[config.mk]
export PLATFORM = sky130hd
export DESIGN_NAME = tire_sticky_friction_timer
export DESIGN_NICKNAME = d
export VERILOG_FILES = /design/src/rtl/tsft_pkg.sv /design/src/rtl/tsft_cfg_regs.sv /design/src/rtl/tsft_update.sv /design/src/rtl/tire_sticky_friction_timer.sv
export SDC_FILE = /design/constraint.sdc
export NUM_CORES = 1
export LEC_CHECK = 0
export ABC_CLOCK_PERIOD_IN_PS = 11100
export BUFFER_PORTS_ARGS = -buffer_cell sky130_fd_sc_hd__buf_2
export CAP_MARGIN = 20
export CORE_MARGIN = 1
export CORE_UTILIZATION = 50
export DETAILED_ROUTE_END_ITERATION = 6
export PLACE_DENSITY = 0.73
export SYNTH_ARGS = -nofsm -noshare
export SYNTH_HDL_FRONTEND = slang
export SYNTH_SLANG_ARGS = --single-unit
[constraint.sdc]
create_clock -name clk -period 11.1 [get_ports clk]
set_input_delay 0.555 -clock clk [delete_from_list [all_inputs] [get_ports clk]]
set_output_delay 0.555 -clock clk [all_outputs]
set_load 0.01 [all_outputs]
[src/rtl/tsft_pkg.sv]
package tsft_pkg;

    localparam int NUM_WHEELS = 4;
    localparam int FLAG_W     = 4;

    localparam logic [FLAG_W-1:0] WHEEL_MASK =
        (NUM_WHEELS >= FLAG_W) ? {FLAG_W{1'b1}} : FLAG_W'((1 << NUM_WHEELS) - 1);

    localparam int IN_DATA_W  = 104;
    localparam int OUT_DATA_W = 72;
    localparam int OUT_USED_W = 66;
    localparam int CFG_IDX_W  = 3;
    localparam int CFG_DATA_W = 32;

    localparam logic [15:0] WHEEL_RADIUS_RST    = 16'd6554;
    localparam logic [14:0] LNG_SPEED_LIMIT_RST = 15'd38;
    localparam logic [31:0] LNG_TIME_LIMIT_RST  = 32'd1000000;
    localparam logic [14:0] LAT_SPEED_LIMIT_RST = 15'd38;
    localparam logic [31:0] LAT_TIME_LIMIT_RST  = 32'd1000000;

    typedef enum logic [CFG_IDX_W-1:0] {
        REG_WHEEL_RADIUS    = 3'd0,
        REG_LNG_SPEED_LIMIT = 3'd1,
        REG_LNG_TIME_LIMIT  = 3'd2,
        REG_LAT_SPEED_LIMIT = 3'd3,
        REG_LAT_TIME_LIMIT  = 3'd4
    } cfg_index_t;

    typedef struct packed {
        logic [15:0] wheel_radius;
        logic [14:0] lng_speed_limit;
        logic [31:0] lng_time_limit;
        logic [14:0] lat_speed_limit;
        logic [31:0] lat_time_limit;
    } cfg_t;

    typedef struct packed {
        logic [15:0]        tire_load;
        logic [15:0]        tire_friction;
        logic signed [15:0] long_speed;
        logic signed [15:0] lat_speed;
        logic signed [15:0] wheel_omega;
        logic [FLAG_W-1:0]  drive_flags;
        logic [FLAG_W-1:0]  brake_flags;
        logic [15:0]        time_step;
    } in_item_t;

    typedef struct packed {
        logic        lng_sticky;
        logic        lat_sticky;
        logic [31:0] lng_time_out;
        logic [31:0] lat_time_out;
    } res_t;

endpackage

[src/rtl/tsft_cfg_regs.sv]
module tsft_cfg_regs
(
    input  logic                             clk,
    input  logic                             rst_n,
    input  logic                             cfg_wr_en,
    input  logic [tsft_pkg::CFG_IDX_W-1:0]   cfg_index,
    input  logic [tsft_pkg::CFG_DATA_W-1:0]  cfg_wdata,
    output tsft_pkg::cfg_t                   cfg
);

    tsft_pkg::cfg_t cfg_reg;
    tsft_pkg::cfg_t cfg_next;

    always_comb
    begin
        cfg_next = cfg_reg;
        if (cfg_wr_en)
        begin
            unique case (cfg_index)
                tsft_pkg::REG_WHEEL_RADIUS:    cfg_next.wheel_radius    = cfg_wdata[15:0];
                tsft_pkg::REG_LNG_SPEED_LIMIT: cfg_next.lng_speed_limit = cfg_wdata[14:0];
                tsft_pkg::REG_LNG_TIME_LIMIT:  cfg_next.lng_time_limit  = cfg_wdata;
                tsft_pkg::REG_LAT_SPEED_LIMIT: cfg_next.lat_speed_limit = cfg_wdata[14:0];
                tsft_pkg::REG_LAT_TIME_LIMIT:  cfg_next.lat_time_limit  = cfg_wdata;
                default:                       cfg_next = cfg_reg;
            endcase
        end
    end

    always_ff @(posedge clk or negedge rst_n)
    begin
        if (!rst_n)
        begin
            cfg_reg.wheel_radius    <= tsft_pkg::WHEEL_RADIUS_RST;
            cfg_reg.lng_speed_limit <= tsft_pkg::LNG_SPEED_LIMIT_RST;
            cfg_reg.lng_time_limit  <= tsft_pkg::LNG_TIME_LIMIT_RST;
            cfg_reg.lat_speed_limit <= tsft_pkg::LAT_SPEED_LIMIT_RST;
            cfg_reg.lat_time_limit  <= tsft_pkg::LAT_TIME_LIMIT_RST;
        end
        else
        begin
            cfg_reg <= cfg_next;
        end
    end

    assign cfg = cfg_reg;

endmodule

[src/rtl/tsft_update.sv]
module tsft_update
(
    input  tsft_pkg::in_item_t item,
    input  tsft_pkg::cfg_t     cfg,
    input  logic [31:0]        lng_time,
    input  logic [31:0]        lat_time,
    output tsft_pkg::res_t     res
);

    function automatic logic [16:0] mag16(input logic [15:0] v);
        logic [16:0] r;
        if (v[15])
        begin
            r = 17'h10000 - {1'b0, v};
        end
        else
        begin
            r = {1'b0, v};
        end
        return r;
    endfunction

    function automatic logic [31:0] sat_add(input logic [31:0] a, input logic [15:0] b);
        logic [32:0] s;
        s = {1'b0, a} + {17'b0, b};
        return s[32] ? 32'hFFFF_FFFF : s[31:0];
    endfunction

    logic        has_force;
    logic [16:0] lng_mag;
    logic [16:0] lat_mag;
    logic [16:0] omega_mag;
    logic [32:0] rim_speed;
    logic [32:0] rim_limit;
    logic        accel;
    logic        brake;
    logic        lng_slow;
    logic        rim_slow;
    logic        lat_slow;
    logic [31:0] lng_new;
    logic [31:0] lat_new;

    always_comb
    begin
        has_force = (item.tire_load != 16'd0) && (item.tire_friction != 16'd0);
        lng_mag   = mag16(item.long_speed);
        lat_mag   = mag16(item.lat_speed);
        omega_mag = mag16(item.wheel_omega);
        rim_speed = {16'b0, omega_mag} * {17'b0, cfg.wheel_radius};
        rim_limit = {4'b0, cfg.lng_speed_limit, 14'b0};
        accel     = (item.drive_flags & tsft_pkg::WHEEL_MASK) != '0;
        brake     = (item.brake_flags & tsft_pkg::WHEEL_MASK) != '0;
        lng_slow  = lng_mag < {2'b0, cfg.lng_speed_limit};
        rim_slow  = rim_speed < rim_limit;
        lat_slow  = lat_mag < {2'b0, cfg.lat_speed_limit};

        lng_new = (has_force && lng_slow && rim_slow && !accel) ?
                  sat_add(lng_time, item.time_step) : 32'd0;
        lat_new = (has_force && lat_slow && !accel) ?
                  sat_add(lat_time, item.time_step) : 32'd0;

        res.lng_time_out = lng_new;
        res.lat_time_out = lat_new;
        res.lng_sticky   = has_force &&
                           ((lng_slow && (item.wheel_omega == 16'sd0) && brake) ||
                            (lng_new > cfg.lng_time_limit));
        res.lat_sticky   = has_force && (lng_new != 32'd0) &&
                           (lat_new > cfg.lat_time_limit);
    end

endmodule

[src/rtl/tire_sticky_friction_timer.sv]
// A result is computed from the item in the input register and registered in the output register.
// Throughput: one item per cycle while m_tready is not held low; the timer update is combinational.
// An input register and an output register part the two stream sides.
// Reset (rst_n low, asynchronous) clears both timers, empties both stages
// and loads the configuration registers with their default values.
module tire_sticky_friction_timer
(
    input  logic                              clk,
    input  logic                              rst_n,
    input  logic                              cfg_wr_en,
    input  logic [tsft_pkg::CFG_IDX_W-1:0]    cfg_index,
    input  logic [tsft_pkg::CFG_DATA_W-1:0]   cfg_wdata,
    input  logic                              s_tvalid,
    output logic                              s_tready,
    // Fields from bit 0: tire_load, tire_friction, long_speed, lat_speed,
    // wheel_omega, drive_flags, brake_flags, time_step.
    input  logic [tsft_pkg::IN_DATA_W-1:0]    s_tdata,
    output logic                              m_tvalid,
    input  logic                              m_tready,
    // Fields from bit 0: lng_sticky, lat_sticky, lng_time_out, lat_time_out,
    // then zero padding.
    output logic [tsft_pkg::OUT_DATA_W-1:0]   m_tdata
);

    tsft_pkg::cfg_t     cfg;
    tsft_pkg::in_item_t in_item;
    tsft_pkg::in_item_t item_reg;
    tsft_pkg::res_t     res;
    tsft_pkg::res_t     res_reg;

    logic        in_valid_reg;
    logic        in_valid_next;
    logic        out_valid_reg;
    logic        out_valid_next;
    logic [31:0] lng_time_reg;
    logic [31:0] lng_time_next;
    logic [31:0] lat_time_reg;
    logic [31:0] lat_time_next;
    logic        fire;
    logic        in_take;

    tsft_cfg_regs u_cfg_regs
    (
        .clk       (clk),
        .rst_n     (rst_n),
        .cfg_wr_en (cfg_wr_en),
        .cfg_index (cfg_index),
        .cfg_wdata (cfg_wdata),
        .cfg       (cfg)
    );

    tsft_update u_update
    (
        .item     (item_reg),
        .cfg      (cfg),
        .lng_time (lng_time_reg),
        .lat_time (lat_time_reg),
        .res      (res)
    );

    assign in_item.tire_load     = s_tdata[15:0];
    assign in_item.tire_friction = s_tdata[31:16];
    assign in_item.long_speed    = s_tdata[47:32];
    assign in_item.lat_speed     = s_tdata[63:48];
    assign in_item.wheel_omega   = s_tdata[79:64];
    assign in_item.drive_flags   = s_tdata[83:80];
    assign in_item.brake_flags   = s_tdata[87:84];
    assign in_item.time_step     = s_tdata[103:88];

    assign fire     = in_valid_reg && (!out_valid_reg || m_tready);
    assign s_tready = !in_valid_reg || fire;
    assign in_take  = s_tvalid && s_tready;

    always_comb
    begin
        in_valid_next  = in_take ? 1'b1 : (fire ? 1'b0 : in_valid_reg);
        out_valid_next = fire ? 1'b1 : ((m_tready) ? 1'b0 : out_valid_reg);
        lng_time_next  = fire ? res.lng_time_out : lng_time_reg;
        lat_time_next  = fire ? res.lat_time_out : lat_time_reg;
    end

    always_ff @(posedge clk or negedge rst_n)
    begin
        if (!rst_n)
        begin
            in_valid_reg  <= 1'b0;
            out_valid_reg <= 1'b0;
            lng_time_reg  <= 32'd0;
            lat_time_reg  <= 32'd0;
        end
        else
        begin
            in_valid_reg  <= in_valid_next;
            out_valid_reg <= out_valid_next;
            lng_time_reg  <= lng_time_next;
            lat_time_reg  <= lat_time_next;
        end
    end

    always_ff @(posedge clk)
    begin
        if (in_take)
        begin
            item_reg <= in_item;
        end
        if (fire)
        begin
            res_reg <= res;
        end
    end

    assign m_tvalid = out_valid_reg;
    assign m_tdata  = {{(tsft_pkg::OUT_DATA_W - tsft_pkg::OUT_USED_W){1'b0}},
                       res_reg.lat_time_out, res_reg.lng_time_out,
                       res_reg.lat_sticky, res_reg.lng_sticky};

endmodule

After elaboration in Yosys (flattened, before gate mapping)
Index checks and enable logic that the tools add are counted.
{"block": "totals", "input_bits": 144, "register_bits": 346, "word_cells": 80}
{"block": "op_classes", "n_lt_le_gt_ge": 5, "multipliers": 1, "addsub": 5, "n_reduce_logical": 33, "eq_ne": 4, "mux": 11}
{"operator": "$mux 32", "count": 4}
{"operator": "$add 32x16->33", "count": 2}
{"operator": "$gt 32x32->1", "count": 2}
{"operator": "$mux 17", "count": 3}
{"operator": "$sub 17x16->17 const A", "count": 3}
{"operator": "$lt 17x15->1", "count": 2}
{"operator": "$lt 33x29->1", "count": 1}
{"operator": "$mul 17x16->33", "count": 1}
{"operator": "$reduce_bool 16->1", "count": 2}
{"operator": "$reduce_bool 32->1", "count": 1}
{"operator": "$logic_not 16->1", "count": 1}
{"operator": "$logic_and 1x1->1", "count": 13}
{"operator": "$reduce_and 2->1", "count": 5}
{"operator": "$reduce_bool 4->1", "count": 2}
{"operator": "$eq 3x2->1 const B", "count": 2}
{"operator": "$mux 1", "count": 4}
{"operator": "$reduce_bool 2->1", "count": 2}
{"operator": "$eq 3x1->1 const B", "count": 1}
{"operator": "$eq 3x3->1 const B", "count": 1}
{"operator": "$logic_not 1->1", "count": 3}
{"operator": "$logic_not 3->1", "count": 1}
{"operator": "$logic_or 1x1->1", "count": 3}

Logic depth before layout (Yosys ltp)
{"block": "logic_depth", "depth_word": 10, "ltp_mapped": 47, "mapped_depth_nobuf": 45}

Hierarchy
From an unflattened synthesis, not the netlist that was laid out.
{"block": "hier_totals", "cells_unflattened": 2458, "area_unflattened_um2": 26943.3}
{"mod": "tsft_update", "area_per_inst_um2": 14859.3, "seq_area_each_um2": 0.0, "instances": 1, "cells_each": 1900}
{"mod": "tire_sticky_friction_timer", "area_per_inst_um2": 7847.5, "seq_area_each_um2": 6756.5, "instances": 1, "cells_each": 321}
{"mod": "tsft_cfg_regs", "area_per_inst_um2": 4236.6, "seq_area_each_um2": 2786.4, "instances": 1, "cells_each": 237}

Worst setup path after synthesis
OpenSTA, ideal clock, no wires.
{"block": "synth_path", "path_type": "reg2reg", "from": "register item_reg[30] (netlist name)", "to": "register res_reg, in the netlist m_tdata[0] (data pin)", "arrival_ps": 10212, "synth_period_minus_slack_ps": 10482, "setup_slack_ps": 618, "path_buffers": 3, "path_stages_with_launch": 42, "required_ps": 10830, "path_cell_list": "edfxtp_1 > or4_1 > or3_1 > o41ai_1 > xnor2_1 > clkbuf_1 > nand2_1 > fa_1 > fa_1 > fa_1 > inv_1 > fa_1 > fa_1 > inv_1 > fa_1 > inv_1 > ha_1 > o21a_1 > [6 not listed] > nor2_1 > xnor2_1 > ha_1 > a21o_1 > a21o_1 > a2111oi_0 > and3_1 > nand4b_4 > buf_6 > buf_2 > a21oi_1 > ha_1 > a21o_1 > a21o_1 > a21oi_1 > nor2_1 > a2111oi_0 > a31oi_1"}
{"element": "start: declaration", "line_no": "tire_sticky_friction_timer.sv:27", "text": "tsft_pkg::in_item_t item_reg;"}
{"element": "start signal: assignment", "line_no": "tire_sticky_friction_timer.sv:104", "text": "item_reg <= in_item;"}
{"element": "end signal: assignment", "line_no": "tire_sticky_friction_timer.sv:108", "text": "res_reg <= res;"}
{"element": "end: declaration", "line_no": "tire_sticky_friction_timer.sv:29", "text": "tsft_pkg::res_t res_reg;"}

==> results.md <==
* Most used cell, CP: fa_1
* Largest net degree at the start of global routing at 110
* Post-synth EDFFs at 170
* Final Max Tran Viols at 0
* Hold crit path type: in -> reg
* DRT Pass-1 Iters at 6
* Nets@finish at 3,533
* CTS tree: built
* Clk_lat worst skew at 0.55 ns
* Routed wire length at 71.31 mm
* Post-synth cell types at 88
* Vias/cell at 5.730
* Post-route DRC at 0
* Post-synth top flop: edfxtp_1
* Crit-path slowest cell: fa_1
* WP buf/inv at 5
* Vias in the first global route at 21,512
* Die ar. at 55,160 µm²
* Most congested layer reported by global routing: met2
* Synth warnings at 0
* Vias at 20,948
* WP data required at 11.38 ns
* Ys async rst share at 0.5087
* Sequential fraction of the synthesis area at 0.3520
* Final hold slack at 0.1868 ns
* Core Region at 53,080 µm²
* CTS clk-pin slew, worst paths at 0.06 ns
* Initial antenna violation count at 3
* Die width at 234.9 µm
* All-layer global routing usage at 0.2595
* Clk sink count at 346
* Final setup fails at 0
* Input/output buffers at 211
* CP peak stage delay at 0.57 ns
* Detail Route Antenna Nets at 0
* CTS buffer count at 37
* Max clock buf depth at 3
* Gr ovfl total at 0
* Cell row count at 84
* Mapped Avg Cell Area at 10.05 µm²
* Global Route met1 Usage at 0.3531
* Status: finished, final reports clean
* H-tree depth at 2
* Final Hold Violating Endpoints at 0
* Setup Skew at 0.03402 ns
* Synth Register Bits at 346
* P&R area growth vs syn at 14.36%
* Synthesized area at 27,110 µm²
* Post-route clock period utilization at 0.9751
* Cells after DPL at 3,568
* Share of cells above drive strength 1 at 0.1699
* Slew margin rel. at 0.2720
* Final GP Congestion at 0.9197
* Worst-Margin Slew at 1.084 ns
* Met3 GRT Util at 0.04030
* Delay-heaviest family, CP: adder cells
* Die Y at 234.9 µm
* Reg2reg start: item_reg[30]
* Finished Layout Cells at 3,656
* MaxCap Viol Count at 0
* HPWL after detailed placement at 54.11 mm
* M2 GR Usage at 0.4273
* CTS Root Cell: clkbuf_16
* Initial Util at 0.5108
* Final min period at 10.82 ns
* Worst Setup SP: item_reg[30]
* Crit path arrival time at 11.10 ns
* Critical path class: reg -> reg
* Hold path start: s_tdata[100]
* DR iter-0 viols at 1,594
* Startpoint Class: flip-flop
* Worst Setup End Kind: flip-flop
* Syn Inst Count at 2,698
* Final core occ at 0.5842
* Max FFs per register at 110
* First-pass GRT wire length at 114.4 mm
* Crit-path max FO at 8
* Max frequency at 0.09239 GHz
* I/O pin count at 218
* Wire per inst at 19.51 µm
synthesized netlist by cell type, types with 14 or more instances:
library cell	instances	area (µm²)
and2_1	110	688.2
nand4_1	30	187.7
o31ai_1	28	210.2
o21ai_0	145	725.7
a211oi_1	19	142.6
ha_1	243	3040
nor4_1	21	131.4
o21a_1	22	165.2
nor3_1	33	165.2
dfstp_2	27	709.4
a31oi_1	17	106.4
xnor2_1	72	630.6
nor2_1	99	371.6
nand2_1	328	1231
a21oi_1	126	630.6
and3_1	31	193.9
fa_1	209	4184
xor2_1	24	210.2
mux2_2	51	574.3
edfxtp_1	170	5105
inv_1	364	1366
nand3_1	35	175.2
nand2b_1	14	87.58
clkbuf_1	80	300.3
nor2b_1	23	143.9
a21o_1	47	352.8
dfrtp_1	149	3729
what timing repair did:
| item | 4_1_cts | 5_1_grt |
|---|---|---|
| hold endpoints to repair | 0 | 11 |
| setup endpoints to repair | 1 | 1 |
| hold buffers | 0 | 1 |
| resized for setup | 5 | 67 |
| gates cloned | 0 | 2 |
| pin swaps | 0 | 27 |
| setup buffers | 0 | 14 |
final timing paths:
check | cells after the start | endpoint | slack, ns
min in group asynchronous | 2 | u_cfg_regs.cfg[67] | 0.40
min reg2reg | 2 | lat_time_reg[11] | 0.48
max reg2reg | 42 | m_tdata[0] | 0.28
min | 1 | item_reg[12] | 0.19
max in group asynchronous | 4 | u_cfg_regs.cfg[92] | 9.03
max | 42 | m_tdata[0] | 0.28
layout make-up:
class / count / area (µm²)
Clock buffer: 47 / 1056
Inverter: 364 / 1369
Clock inverter: 21 / 232.7
Fill cell: 4359 / 22070
Antenna cell: 2 / 5.005
Multi-Input combinational cell: 1905 / 16250
Tap cell: 688 / 860.8
Timing Repair Buffer: 283 / 1687
Sequential cell: 346 / 9543
kinds of logic after synthesis:
logic type | Yosys count | synth area share
and+or+nand+nor | 774 | 0.1396
adders and majority gates | 452 | 0.2665
xor gates and xnor gates | 96 | 0.03101
AOI/OAI and AO/OA | 505 | 0.1205
DFF | 346 | 0.3520
muxes | 55 | 0.02312
other | 2 | 0.0002770
buffers and inverters | 468 | 0.06701
placed cells by master (no fill, tap or decap), types with 14 or more instances in the layout:
cell,netlist,layout
and3_1,31,30
o21ai_0,145,142
a21o_1,47,47
edfxtp_1,170,170
nor4_1,21,19
nor2_1,99,98
mux2_2,51,51
dfstp_2,27,27
nand2_1,328,327
inv_1,364,363
ha_1,243,239
nor2b_1,23,23
o31ai_1,28,26
xor2_1,24,23
nand2b_1,14,14
conb_1,2,22
dfrtp_1,149,149
buf_4,6,62
a211oi_1,19,16
nand4_1,30,30
xnor2_1,72,63
and2_1,110,105
nor3_1,33,32
a21oi_1,126,120
nand3_1,35,35
a31oi_1,17,17
clkbuf_16,0,40
o21a_1,22,22
fa_1,209,208
buf_2,11,210
per-stage QoR:
step | setup TNS [ns] | instance area (µm²) | worst slack [ns]
after floorplan | 0 | 27190 | 0.6181
after global placement | 0 | 29090 | 0.05606
after detailed placement | -0.1423 | 29100 | -0.1423
after CTS | 0 | 30420 | 0.01838
after global routing | -0.1417 | 31010 | -0.1417
final | 0 | 31010 | 0.2767
per-layer routing:
metal | share of wire | up-vias | wire [µm]
met4 | 0.032 | 0 | 2301
met1 | 0.43 | 10428 | 30440
met2 | 0.47 | 754 | 33690
li1 | - | 9621 | -
met5 | 0 | - | 0
met3 | 0.068 | 145 | 4883
worst reg2reg max path, delay by kind of cell, from the launching register on:
kind	cells	cell delay (ns)
fa+ha+maj	9	3.93
xor+xnor	2	0.32
flops	1	0.39
simple gates	10	2.22
compound gates	16	3.22
buf+inv	5	0.48
Power is left out: the tool's default activity adds up to more than one toggle a clock period on the data nets, which glitch-free logic cannot reach.
